<file path="src/rtl/core/isotp_pkg.sv">
// Shared types and codes of the ISO-TP receive reassembler.
// Depends on nothing; every other file in rtl/core depends on it.
`default_nettype none

package isotp_pkg;

  // Field widths
  localparam int unsigned IdW   = 29;
  localparam int unsigned LenW  = 12;
  localparam int unsigned IdleW = 16;

  // Command codes of an input word
  localparam logic [1:0] CMD_START = 2'd0;
  localparam logic [1:0] CMD_FRAME = 2'd1;
  localparam logic [1:0] CMD_TICK  = 2'd2;

  // Result kinds
  localparam logic [1:0] KIND_STATUS  = 2'd0;
  localparam logic [1:0] KIND_PAYLOAD = 2'd1;
  localparam logic [1:0] KIND_FLOWCTL = 2'd2;
  localparam logic [1:0] KIND_REQUEST = 2'd3;

  // Error codes
  localparam logic [2:0] ERR_NONE     = 3'd0;
  localparam logic [2:0] ERR_UNEXP    = 3'd1;
  localparam logic [2:0] ERR_BAD_DLC  = 3'd2;
  localparam logic [2:0] ERR_REP_FF   = 3'd3;
  localparam logic [2:0] ERR_CF_NO_FF = 3'd4;
  localparam logic [2:0] ERR_BAD_PCI  = 3'd5;
  localparam logic [2:0] ERR_TIMEOUT  = 3'd6;

  // PCI types (high nibble of byte 0)
  localparam logic [3:0] PCI_SF = 4'h0;
  localparam logic [3:0] PCI_FF = 4'h1;
  localparam logic [3:0] PCI_CF = 4'h2;

  // Configuration register indexes
  localparam logic [1:0] REG_REQUEST_ID = 2'd0;
  localparam logic [1:0] REG_FC_BS      = 2'd1;
  localparam logic [1:0] REG_FC_STMIN   = 2'd2;
  localparam logic [1:0] REG_TIMEOUT    = 2'd3;

  // Protocol constants
  localparam logic [7:0] FC_PCI_BYTE  = 8'h30;
  localparam logic [7:0] REQ_PCI_BYTE = 8'h02;
  localparam logic [3:0] DLC_FULL     = 4'd8;
  localparam logic [2:0] SF_MAX_LEN   = 3'd7;
  localparam logic [2:0] FF_PAY_BYTES = 3'd6;
  localparam logic [2:0] CF_PAY_BYTES = 3'd7;

  // Register reset values
  localparam logic [IdW-1:0]   REQUEST_ID_RST = 29'd2015;
  localparam logic [IdleW-1:0] TIMEOUT_RST    = 16'd100;

  typedef struct packed {
    logic [1:0]     command;
    logic [15:0]    service_pid;
    logic [IdW-1:0] frame_id_in;
    logic [3:0]     frame_length;
    logic [7:0]     rx_byte0;
    logic [7:0]     rx_byte1;
    logic [7:0]     rx_byte2;
    logic [7:0]     rx_byte3;
    logic [7:0]     rx_byte4;
    logic [7:0]     rx_byte5;
    logic [7:0]     rx_byte6;
    logic [7:0]     rx_byte7;
  } in_item_t;

  typedef struct packed {
    logic [1:0]      kind;
    logic [IdW-1:0]  tx_frame_id;
    logic [7:0]      tx_byte0;
    logic [7:0]      tx_byte1;
    logic [7:0]      tx_byte2;
    logic [7:0]      data_byte;
    logic [LenW-1:0] data_index;
    logic [LenW-1:0] total_length;
    logic [2:0]      error_code;
    logic            complete;
    logic            last;
  } out_item_t;

  typedef struct packed {
    logic [1:0]     index;
    logic [IdW-1:0] value;
  } cfg_wr_t;

  typedef struct packed {
    logic [IdW-1:0]   request_can_id;
    logic [7:0]       fc_block_size;
    logic [7:0]       fc_separation_time;
    logic [IdleW-1:0] timeout_ticks;
  } cfg_regs_t;

  typedef struct packed {
    logic             open;
    logic             ff_seen;
    logic [LenW-1:0]  expected_length;
    logic [LenW-1:0]  received_count;
    logic [IdW-1:0]   fc_target_id;
    logic [IdleW-1:0] idle_ticks;
  } sess_t;

  // Work for one word: n_pay payload results, then an optional tail result
  typedef struct packed {
    logic [6:0][7:0] bytes;
    logic [2:0]      n_pay;
    logic [LenW-1:0] start_index;
    logic            has_tail;
    logic [1:0]      tail_kind;
    logic [IdW-1:0]  tail_id;
    logic [7:0]      tail_b0;
    logic [7:0]      tail_b1;
    logic [7:0]      tail_b2;
    logic [2:0]      tail_err;
    logic [LenW-1:0] total;
    logic            complete;
  } job_t;

endpackage

`default_nettype wire

</file>
<file path="src/rtl/core/isotp_if.sv">
// Handshake interfaces for the input, result and configuration words.
// Depends on isotp_pkg for the payload types.
`default_nettype none

interface isotp_item_if;
  logic               valid;
  logic               ready;
  isotp_pkg::in_item_t data;
  modport source (output valid, output data, input ready);
  modport sink   (input valid, input data, output ready);
endinterface

interface isotp_result_if;
  logic                 valid;
  logic                 ready;
  isotp_pkg::out_item_t data;
  modport source (output valid, output data, input ready);
  modport sink   (input valid, input data, output ready);
endinterface

interface isotp_cfg_if;
  logic               valid;
  logic               ready;
  isotp_pkg::cfg_wr_t data;
  modport source (output valid, output data, input ready);
  modport sink   (input valid, input data, output ready);
endinterface

`default_nettype wire

</file>
<file path="src/rtl/core/isotp_frame_plan.sv">
// Decodes one input word against the session state: next session state
// and the list of results to emit. Combinational; depends on isotp_pkg.
`default_nettype none

module isotp_frame_plan (
  input  isotp_pkg::in_item_t  item_i,
  input  isotp_pkg::sess_t     sess_i,
  input  isotp_pkg::cfg_regs_t cfg_i,
  output isotp_pkg::sess_t     sess_o,
  output isotp_pkg::job_t      job_o,
  output logic                 emit_o
);
  import isotp_pkg::*;

  logic [3:0]       pci;
  logic [3:0]       nib;
  logic [6:0][7:0]  cf_bytes;
  logic [6:0][7:0]  ff_bytes;
  logic [LenW-1:0]  cf_avail;
  logic [LenW-1:0]  ff_len;
  logic [LenW-1:0]  ff_avail;
  logic [2:0]       sf_n;
  logic [2:0]       cf_n;
  logic [2:0]       ff_n;
  logic [LenW-1:0]  cf_rc_new;
  logic [LenW-1:0]  ff_rc_new;
  logic [IdleW-1:0] idle_inc;
  logic             cf_done;
  logic             ff_done;

  assign pci = item_i.rx_byte0[7:4];
  assign nib = item_i.rx_byte0[3:0];

  // Payload byte lanes: single and consecutive frames start at byte 1,
  // first frames at byte 2
  assign cf_bytes = {item_i.rx_byte7, item_i.rx_byte6, item_i.rx_byte5, item_i.rx_byte4,
                     item_i.rx_byte3, item_i.rx_byte2, item_i.rx_byte1};
  assign ff_bytes = {8'h00, item_i.rx_byte7, item_i.rx_byte6, item_i.rx_byte5,
                     item_i.rx_byte4, item_i.rx_byte3, item_i.rx_byte2};

  // Clip byte counts to what remains of the message
  assign sf_n      = (nib > 4'(SF_MAX_LEN)) ? SF_MAX_LEN : nib[2:0];
  assign cf_avail  = (sess_i.expected_length > sess_i.received_count) ?
                     (sess_i.expected_length - sess_i.received_count) : '0;
  assign cf_n      = (cf_avail > LenW'(CF_PAY_BYTES)) ? CF_PAY_BYTES : cf_avail[2:0];
  assign cf_rc_new = sess_i.received_count + LenW'(cf_n);
  assign cf_done   = (cf_rc_new >= sess_i.expected_length);

  assign ff_len    = {nib, item_i.rx_byte1};
  assign ff_avail  = (ff_len > sess_i.received_count) ? (ff_len - sess_i.received_count) : '0;
  assign ff_n      = (ff_avail > LenW'(FF_PAY_BYTES)) ? FF_PAY_BYTES : ff_avail[2:0];
  assign ff_rc_new = sess_i.received_count + LenW'(ff_n);
  assign ff_done   = (ff_rc_new >= ff_len);

  // Saturating idle counter
  assign idle_inc = (sess_i.idle_ticks == '1) ? sess_i.idle_ticks : (sess_i.idle_ticks + 1'b1);

  // Work out next state and the result list
  always_comb begin
    sess_o             = sess_i;
    emit_o             = 1'b0;
    job_o              = '0;
    job_o.total        = sess_i.expected_length;
    job_o.has_tail     = 1'b1;
    job_o.tail_kind    = KIND_STATUS;
    job_o.tail_err     = ERR_NONE;

    unique case (item_i.command)
      CMD_START: begin
        sess_o.open            = 1'b1;
        sess_o.ff_seen         = 1'b0;
        sess_o.expected_length = '0;
        sess_o.received_count  = '0;
        sess_o.fc_target_id    = cfg_i.request_can_id;
        sess_o.idle_ticks      = '0;
        emit_o                 = 1'b1;
        job_o.total            = '0;
        job_o.tail_kind        = KIND_REQUEST;
        job_o.tail_id          = cfg_i.request_can_id;
        job_o.tail_b0          = REQ_PCI_BYTE;
        job_o.tail_b1          = item_i.service_pid[15:8];
        job_o.tail_b2          = item_i.service_pid[7:0];
      end
      CMD_FRAME: begin
        sess_o.idle_ticks = '0;
        emit_o            = 1'b1;
        if (!sess_i.open) begin
          job_o.tail_err = ERR_UNEXP;
        end else if (item_i.frame_length != DLC_FULL) begin
          job_o.tail_err = ERR_BAD_DLC;
        end else begin
          case (pci)
            PCI_SF: begin
              sess_o.expected_length = LenW'(sf_n);
              sess_o.received_count  = LenW'(sf_n);
              sess_o.open            = 1'b0;
              job_o.total            = LenW'(sf_n);
              job_o.bytes            = cf_bytes;
              job_o.n_pay            = sf_n;
              job_o.start_index      = '0;
              job_o.has_tail         = (sf_n == 3'd0);
              job_o.complete         = 1'b1;
            end
            PCI_FF: begin
              if (sess_i.ff_seen) begin
                job_o.tail_err = ERR_REP_FF;
              end else begin
                sess_o.expected_length = ff_len;
                sess_o.received_count  = ff_rc_new;
                sess_o.fc_target_id    = item_i.frame_id_in;
                sess_o.ff_seen         = 1'b1;
                sess_o.open            = !ff_done;
                job_o.total            = ff_len;
                job_o.bytes            = ff_bytes;
                job_o.n_pay            = ff_n;
                job_o.start_index      = sess_i.received_count;
                job_o.tail_kind        = KIND_FLOWCTL;
                job_o.tail_id          = item_i.frame_id_in;
                job_o.tail_b0          = FC_PCI_BYTE;
                job_o.tail_b1          = cfg_i.fc_block_size;
                job_o.tail_b2          = cfg_i.fc_separation_time;
                job_o.complete         = ff_done;
              end
            end
            PCI_CF: begin
              if (!sess_i.ff_seen) begin
                job_o.tail_err = ERR_CF_NO_FF;
              end else begin
                sess_o.received_count = cf_rc_new;
                sess_o.open           = !cf_done;
                job_o.bytes           = cf_bytes;
                job_o.n_pay           = cf_n;
                job_o.start_index     = sess_i.received_count;
                job_o.has_tail        = (cf_n == 3'd0);
                job_o.complete        = cf_done;
              end
            end
            default: begin
              job_o.tail_err = ERR_BAD_PCI;
            end
          endcase
        end
      end
      CMD_TICK: begin
        if (sess_i.open) begin
          sess_o.idle_ticks = idle_inc;
          if (idle_inc >= cfg_i.timeout_ticks) begin
            sess_o.open    = 1'b0;
            emit_o         = 1'b1;
            job_o.tail_err = ERR_TIMEOUT;
          end
        end
      end
      default: begin
        emit_o = 1'b0;
      end
    endcase
  end

endmodule

`default_nettype wire

</file>
<file path="src/rtl/core/isotp_receive_reassembler.sv">
// Top level of the ISO-TP receive reassembler: session registers, config
// registers, job register, result emitter. Depends on isotp_pkg, isotp_if
// and isotp_frame_plan.
//
//   channel   dir  modport  word
//   item_i    in   sink     command, frame fields, data bytes
//   result_o  out  source   one result (status, payload byte, FC or request)
//   cfg_i     in   sink     register index and value, always ready
//
// Each accepted word is decoded in the cycle it is taken and parked in the
// job register; the emitter then loads one result per cycle into the output
// register while the output is not stalled. A word gives 1 to 7 results, or
// none. The next word is taken in the cycle the last result of the current
// one is loaded. Reset clears session state and sets the config registers to
// their defaults. A stalled output holds the output register and, behind it,
// the job register.
`default_nettype none

module isotp_receive_reassembler (
  input  logic                  clk_i,
  input  logic                  rst_ni,
  isotp_item_if.sink            item_i,
  isotp_result_if.source        result_o,
  isotp_cfg_if.sink             cfg_i
);
  import isotp_pkg::*;

  cfg_regs_t cfg_q;
  sess_t     sess_q, sess_d;
  job_t      job_q, job_d;
  logic      job_valid_q, job_valid_d;
  logic [2:0] pos_q, pos_d;
  logic      plan_emit;
  out_item_t out_q, res;
  logic      out_valid_q, out_valid_d;
  logic      is_pay;
  logic      res_last;
  logic      out_load;
  logic      accept;

  // Decode the incoming word
  isotp_frame_plan u_plan (
    .item_i (item_i.data),
    .sess_i (sess_q),
    .cfg_i  (cfg_q),
    .sess_o (sess_d),
    .job_o  (job_d),
    .emit_o (plan_emit)
  );

  // Config writes
  assign cfg_i.ready = 1'b1;

  always_ff @(posedge clk_i or negedge rst_ni) begin
    if (!rst_ni) begin
      cfg_q.request_can_id     <= REQUEST_ID_RST;
      cfg_q.fc_block_size      <= '0;
      cfg_q.fc_separation_time <= '0;
      cfg_q.timeout_ticks      <= TIMEOUT_RST;
    end else if (cfg_i.valid) begin
      unique case (cfg_i.data.index)
        REG_REQUEST_ID: cfg_q.request_can_id     <= cfg_i.data.value;
        REG_FC_BS:      cfg_q.fc_block_size      <= cfg_i.data.value[7:0];
        REG_FC_STMIN:   cfg_q.fc_separation_time <= cfg_i.data.value[7:0];
        REG_TIMEOUT:    cfg_q.timeout_ticks      <= cfg_i.data.value[IdleW-1:0];
        default:        cfg_q                    <= cfg_q;
      endcase
    end
  end

  // Build the result at the current emitter position
  assign is_pay = (pos_q < job_q.n_pay);

  always_comb begin
    res              = '0;
    res.total_length = job_q.total;
    if (is_pay) begin
      res_last       = (3'(pos_q + 3'd1) == job_q.n_pay) && !job_q.has_tail;
      res.kind       = KIND_PAYLOAD;
      res.data_byte  = job_q.bytes[pos_q];
      res.data_index = job_q.start_index + LenW'(pos_q);
      res.error_code = ERR_NONE;
    end else begin
      res_last        = 1'b1;
      res.kind        = job_q.tail_kind;
      res.tx_frame_id = job_q.tail_id;
      res.tx_byte0    = job_q.tail_b0;
      res.tx_byte1    = job_q.tail_b1;
      res.tx_byte2    = job_q.tail_b2;
      res.error_code  = job_q.tail_err;
    end
    res.complete = job_q.complete & res_last;
    res.last     = res_last;
  end

  // Handshakes
  assign out_load     = job_valid_q && (!out_valid_q || result_o.ready);
  assign item_i.ready = !job_valid_q || (out_load && res_last);
  assign accept       = item_i.valid && item_i.ready;

  // Advance the job and the emitter position
  always_comb begin
    job_valid_d = job_valid_q;
    pos_d       = pos_q;
    if (out_load) begin
      pos_d = 3'(pos_q + 3'd1);
      if (res_last) begin
        job_valid_d = 1'b0;
      end
    end
    if (accept) begin
      job_valid_d = plan_emit;
      pos_d       = '0;
    end
  end

  assign out_valid_d = out_load || (out_valid_q && !result_o.ready);

  always_ff @(posedge clk_i or negedge rst_ni) begin
    if (!rst_ni) begin
      sess_q      <= '0;
      job_valid_q <= 1'b0;
      pos_q       <= '0;
      out_valid_q <= 1'b0;
    end else begin
      if (accept) begin
        sess_q <= sess_d;
      end
      job_valid_q <= job_valid_d;
      pos_q       <= pos_d;
      out_valid_q <= out_valid_d;
    end
  end

  // Payload registers
  always_ff @(posedge clk_i) begin
    if (accept) begin
      job_q <= job_d;
    end
    if (out_load) begin
      out_q <= res;
    end
  end

  assign result_o.valid = out_valid_q;
  assign result_o.data  = out_q;

endmodule

`default_nettype wire
</file>
<file path="src/flat_wrapper.sv">
// flat-port wrapper written by rule: the top's interface ports become plain ports
module isotp_receive_reassembler_flat import isotp_pkg::*;
  (clk_i, rst_ni, item_i_valid, item_i_data, item_i_ready, result_o_valid, result_o_data, result_o_ready, cfg_i_valid, cfg_i_data, cfg_i_ready);
  isotp_item_if item_i_i ();
  isotp_result_if result_o_i ();
  isotp_cfg_if cfg_i_i ();
  input  logic clk_i;
  input  logic rst_ni;
  input wire logic [$bits(item_i_i.valid)-1:0] item_i_valid;
  input wire logic [$bits(item_i_i.data)-1:0] item_i_data;
  output wire logic [$bits(item_i_i.ready)-1:0] item_i_ready;
  output wire logic [$bits(result_o_i.valid)-1:0] result_o_valid;
  output wire logic [$bits(result_o_i.data)-1:0] result_o_data;
  input wire logic [$bits(result_o_i.ready)-1:0] result_o_ready;
  input wire logic [$bits(cfg_i_i.valid)-1:0] cfg_i_valid;
  input wire logic [$bits(cfg_i_i.data)-1:0] cfg_i_data;
  output wire logic [$bits(cfg_i_i.ready)-1:0] cfg_i_ready;
  assign item_i_i.valid = item_i_valid;
  assign item_i_i.data = item_i_data;
  assign item_i_ready = item_i_i.ready;
  assign result_o_valid = result_o_i.valid;
  assign result_o_data = result_o_i.data;
  assign result_o_i.ready = result_o_ready;
  assign cfg_i_i.valid = cfg_i_valid;
  assign cfg_i_i.data = cfg_i_data;
  assign cfg_i_ready = cfg_i_i.ready;
  isotp_receive_reassembler u_core (.clk_i(clk_i), .rst_ni(rst_ni), .item_i(item_i_i), .result_o(result_o_i), .cfg_i(cfg_i_i));
endmodule
</file>
<file path="config.mk">
export PLATFORM = sky130hd
export DESIGN_NAME = isotp_receive_reassembler_flat
export DESIGN_NICKNAME = d
export VERILOG_FILES = /design/src/rtl/core/isotp_pkg.sv /design/src/rtl/core/isotp_if.sv /design/src/rtl/core/isotp_frame_plan.sv /design/src/rtl/core/isotp_receive_reassembler.sv /design/src/flat_wrapper.sv
export SDC_FILE = /design/constraint.sdc
export NUM_CORES = 1
export LEC_CHECK = 0
export ABC_AREA = 1
export BUFFER_PORTS_ARGS = -buffer_cell sky130_fd_sc_hd__buf_2
export CORE_MARGIN = 2
export CORE_UTILIZATION = 31
export DETAILED_ROUTE_END_ITERATION = 8
export GPL_TIMING_DRIVEN = 1
export MAX_ROUTING_LAYER = met4
export PLACE_DENSITY_LB_ADDON = 0.1
export SYNTH_ARGS = -nofsm -noshare
export SYNTH_HDL_FRONTEND = slang
export SYNTH_SLANG_ARGS = --single-unit
export TNS_END_PERCENT = 100
</file>
<file path="constraint.sdc">
create_clock -name clk_i -period 12.6 [get_ports clk_i]
set_input_delay 3.78 -clock clk_i [delete_from_list [all_inputs] [get_ports clk_i]]
set_output_delay 3.78 -clock clk_i [all_outputs]
set_load 0.05 [all_outputs]
</file>
* Word level (Yosys, flattened, before mapping)
Cells that the tools add are included.
** Operators by class
- Shifts and indexed selects :: 0
- Reductions and logical operators :: 36
- Bitwise gates (word level) :: 3
- Div/mod/pow operators :: 0
- Eq/ne operators :: 18
- Magnitude comparators :: 10
- $mul :: 0
- Add/sub/neg operators :: 7
- Muxes and demuxes :: 57
** Operators by type and width (number)
- two-way mux 55 bit :: 7
- one-hot mux 71 bit (3 select lines) :: 1
- one-hot mux 55 bit (2 select lines) :: 1
- one-hot mux 54 bit (2 select lines) :: 1
- two-way mux 72 bit :: 1
- one-hot mux 12 bit (2 select lines) :: 3
- two-way mux 63 bit :: 1
- two-way mux 13 bit :: 3
- adder 12 x 3 -> 12 bit :: 3
- two-way mux 12 bit :: 3
- one-hot mux 12 bit (3 select lines) :: 1
- two-way mux 16 bit :: 2
- one-hot mux 16 bit (2 select lines) :: 1
- two-way mux 3 bit :: 10
- two-way mux 29 bit :: 1
- binary-select mux 8 bit (select 3 bit) :: 1
- greater-or-equal comparator 12 bit :: 2
- greater-than comparator 12 bit :: 2
- greater-than comparator 12 x 3 -> 1 bit, second input constant :: 2
- subtractor 12 bit :: 2
- adder 16 x 1 -> 16 bit, second input constant :: 1
- == test 16 bit, second input constant :: 1
- greater-or-equal comparator 16 bit :: 1
- AND reduction 2 bit :: 6
- 39 further kinds :: 74
** Storage, ports and cells
- Output and inout port bits :: 95
- Memories kept :: 0
- Logic and storage cells :: 172
- Latch bits :: 0
- RAM bits :: 0
- Input port bits :: 151
- Memory bits (read-only) :: 0
- Register bits :: 343

* Longest topological paths before layout
- Word-level depth :: 12
- Depth in mapped cells :: 39
- Gate-level depth less buffers :: 39

* By module
A second synthesis with hierarchy kept.
** Second synthesis, totals
- Cells, all modules :: 2301
- Area total of the unflattened synthesis :: 20987.6 um^2
** Modules (own cells, without submodules)
- isotp_receive_reassembler :: times used 1, cells each 1083, area each 14189.9 um^2, sequential area each 10501.3 um^2
- isotp_frame_plan :: times used 1, cells each 1218, area each 6797.8 um^2, sequential area each 0.0 um^2

* Worst setup path before layout
No wires, ideal clock.
- Path kind :: input to output
- Start point :: in result_o_ready
- End point :: out item_i_ready
- Cell stages on the path :: 4
- Data arrival time :: 4.433 ns
- Path buffers :: 0
- Path slack :: 4.387 ns
- Data required time :: 8.820 ns
- Cell sequence :: inv_1 -> nand2_1 -> nand2_1 -> o21ai_4
** On the way
- Longest elaborated chain between the ends :: 4
** RTL lines
- start: declaration :: RTL line flat_wrapper.sv:14 : input wire logic [$bits(result_o_i.ready)-1:0] result_o_ready;
- logical OR 1 bit :: RTL line isotp_receive_reassembler.sv:97 : assign out_load = job_valid_q && (!out_valid_q || result_o.ready);
- logical AND 1 bit :: RTL line isotp_receive_reassembler.sv:97
- logical AND 1 bit :: RTL line isotp_receive_reassembler.sv:98 : assign item_i.ready = !job_valid_q || (out_load && res_last);
- logical OR 1 bit :: RTL line isotp_receive_reassembler.sv:98
- end: declaration :: RTL line flat_wrapper.sv:11 : output wire logic [$bits(item_i_i.ready)-1:0] item_i_ready;
No other way between the ends.

* Worst setup path in the final report
Ends and elaborated chain as after synthesis.

==> metrics.md <==
| Metric | Value |
|---|---|
| Max FO, Critical Path | 6 |
| Grt ovf | 0 |
| Slowest cell on crit path | o21ai_4 |
| Unrepaired setup endpoints after global routing | false |
| P_int | 2680 uW |
| Clock buffer depth | 3 |
| Die area | 60200 um^2 |
| Clock power share | 0.256 |
| Crit path required time | 8.82 ns |
| Fin Setup TNS | 0 ns |
| Hold Fails Final Rpt | 0 |
| Cell area after layout | 21400 um^2 |
| Global-route wire length before repair | 85800 um |
| Vias | 14300 |
| Area growth syn-to-layout | 18.2% |
| Peak VDD IR | 0.142 mV |
| Pwr/cell area | 215 nW/um^2 |
| Avg Cell Area, Syn | 9.14 um^2 |
| Vias per inst | 4.76 |
| Worst-path clk slew | 0.05 ns |
| Hold Path Class | reg -> reg |
| Top Ports | 246 |
| # hold bufs at CTS | 0 |
| Synth warnings | 0 |
| Max H-tree Level | 2 |
| Total CTS buffers | 40 |
| Row Count | 88 |
| Combinational share of power | 0.386 |
| Mapped Area | 18100 um^2 |
| Drt pass-1 iters | 5 |
| # setup viols final | 0 |
| Placeable core region | 57700 um^2 |
| Worst path cell trace | buf_2, inv_1, nand2_1, nand2_1, o21ai_4, buf_2 |
| Initial antenna violation count | 4 |
| Critical Path Max Stage Delay | 0.30 ns |
| Post-synthesis sequential area ratio | 0.520 |
| Synth area leader | edfxtp_1 |
| Distinct cells, synth | 54 |
| Sw power | 1910 uW |
| Net Sw Frac | 0.416 |
| Placed cell areas | 20000 um^2 |
| Max-Cap Viols | 0 |
| Vias in the first global route | 14100 |
| Worst path bufs/invs | 3 |
| Die X | 245 um |
| Largest net degree at the start of global routing | 76 |
| Worst Setup End Kind | primary output |
| Iter 0 DRT Violations | 997 |
| Max Fclk | 116 MHz |
| Number of synthesized flops with an enable pin | 222 |
| WL per Instance | 18.8 um |
| Setup CP Type | in -> out |
| Effective utilization at floorplan | 0.313 |
| Critical Path AT | 4.81 ns |
| Die Y | 245 um |
| Cells after Synth | 1976 |
| Total Routing Usage GR | 0.193 |
| Synth Register Bits | 330 |
| Post-Route Skew | 0.0128 ns |
| Clk sinks | 330 |
| DRC viols | 0 |
| Slew Limit Fails | 0 |
| Most frequent cell after synthesis | nand2_1 |
| GPL Wtd Cong | 0.896 |
| Post-CTS setup buffers | 0 |
| Commonest cells in the netlist | nand2_1 (369), inv_1 (337), edfxtp_1 (222), nor2_1 (177), o21ai_0 (137) |
| Post-route ant nets | 0 |
| Dpl hpwl | 40500 um |
| Root buf cell | clkbuf_16 |
| Share of layout cells above drive strength 1 | 0.173 |
| Crit path max-delay family | buffers and inverters |
| PortBufs | 239 |
| Clock Latency Late Sink | 0.57 ns |
| Sequential share of power | 0.357 |
| Final wirelength | 56300 um |
| Synth Flop Type | edfxtp_1 |
| Nets | 2440 |
| Synth area leaders | edfxtp_1 (37%), dfrtp_1 (13%), nand2_1 (7.7%) |
| Final period util | 0.682 |
| Tmin final | 8.59 ns |
| Post-synth top area share | 0.369 |
| Status | complete, no violations |
| Lkg Pwr | 0.00986 uW |
| Relative slew slack | 0.322 |
| Worst setup SP type | input pin |
| PostCTS Resize Cnt | 0 |
| CTS tree | yes |
| Worst slew pin tran | 1.01 ns |
| Post-synthesis async set-or-reset flop share | 0.327 |
[logic make-up (layout without fill, tap and decap cells)]
family,Yosys count,after routing,synth area share
simple gates,711,711,0.167
buf+inv,425,677,0.0930
compound gates,377,377,0.133
flops,330,330,0.520
fa+ha+maj,89,89,0.0637
xor+xnor,29,29,0.0145
mux,13,13,0.00811
other cells,2,9,0.000416
[final cells by class]
class | count | area (um^2)
Clock inverter | 18 | 198
Multi-Input combinational cell | 1225 | 7040
Inverter | 349 | 1320
Fill cell | 5967 | 36300
Tap cell | 765 | 957
Clock buffer | 56 | 1140
Sequential cell | 330 | 9390
Antenna cell | 3 | 7.51
Timing Repair Buffer | 254 | 1310
[per-stage QoR]
| stage | instances | power (uW) | utilization | setup WS (ns) | hold slack (ns) |
|---|---|---|---|---|---|
| 6_report | 3000 | 4590 | 0.370 | 4.01 | 0.422 |
| 5_1_grt | 3000 | 4890 | 0.370 | 3.71 | 0.449 |
| 4_1_cts | 2997 | 4650 | 0.370 | 3.97 | 0.425 |
| 3_5_place_dp | 2923 | 3450 | 0.347 | 3.78 | 0.406 |
| 3_3_place_gp | 2923 | 3440 | 0.347 | 3.88 | 0.408 |
| 2_1_floorplan | 1980 | 2920 | - | 4.39 | 0.400 |
[final timing paths]
path	start	to	slack [ns]	depth (start not counted)
setup / recovery	result_o_ready	item_i_ready	4.01	6
hold / removal	u_core.job_q[1]$_DFFE_PP_	u_core.result_o.data[5]$_DFFE_PP_	0.42	0
setup reg to reg	u_core.sess_q[49]$_DFFE_PN0P_	u_core.sess_q[70]$_DFFE_PN0P_	6.83	33
hold reg to reg	u_core.job_q[1]$_DFFE_PP_	u_core.result_o.data[5]$_DFFE_PP_	0.42	0
max in group asynchronous	rst_ni	u_core.sess_q[64]$_DFFE_PN0P_	8.02	2
min in group asynchronous	rst_ni	u_core.cfg_q[50]$_DFFE_PN0P_	3.37	1
[registers in the layout, indices dropped and copies added, names as in the netlist]
| signal | cells |
|---|---|
| u_core.sess_q | 42 |
| u_core.result_o.data | 86 |
| u_core.cfg_q | 61 |
| u_core.result_o.valid | 1 |
| u_core.job_valid_q | 1 |
| u_core.pos_q | 3 |
| u_core.job_q | 136 |
[cells in the final DEF, fill, tap and decap left out, types with 6 or more instances in the layout]
cell type,instances
clkinv_1,11
nand2_1,369
clkbuf_8,6
buf_4,16
a31oi_1,9
nor2_1,176
o32ai_1,17
a311oi_1,8
dfrtp_1,95
mux2_2,13
o22ai_1,54
nor3_1,27
nand4_1,19
nand3_1,87
inv_2,8
clkbuf_16,41
nor2_4,8
buf_2,238
a22o_1,62
xor2_1,23
a21oi_1,57
conb_1,6
inv_1,336
o21ai_0,137
nand3b_1,7
clkbuf_1,9
dfstp_2,13
edfxtp_1,222
o21ai_2,15
ha_1,83
[layer usage]
| layer | GRT usage | up-vias | wire [um] |
|---|---|---|---|
| met2 | 0.305 | 340 | 26300 |
| met3 | 0.0302 | 56 | 2790 |
| li1 | - | 7096 | - |
| met4 | 0.0472 | 0 | 1150 |
| met1 | 0.259 | 6798 | 26100 |
| met5 | - | - | 0 |
[power groups by stage]
stage | sequential (uW) | clock, uW | combinational, uW
floorplan | 2070 | 0 | 851
global placement | 1660 | 0 | 1780
detailed placement | 1660 | 0 | 1790
CTS | 1640 | 1220 | 1790
global route | 1670 | 1260 | 1960
finish | 1640 | 1170 | 1770
Note: power is estimated with default switching activity, not from simulation.
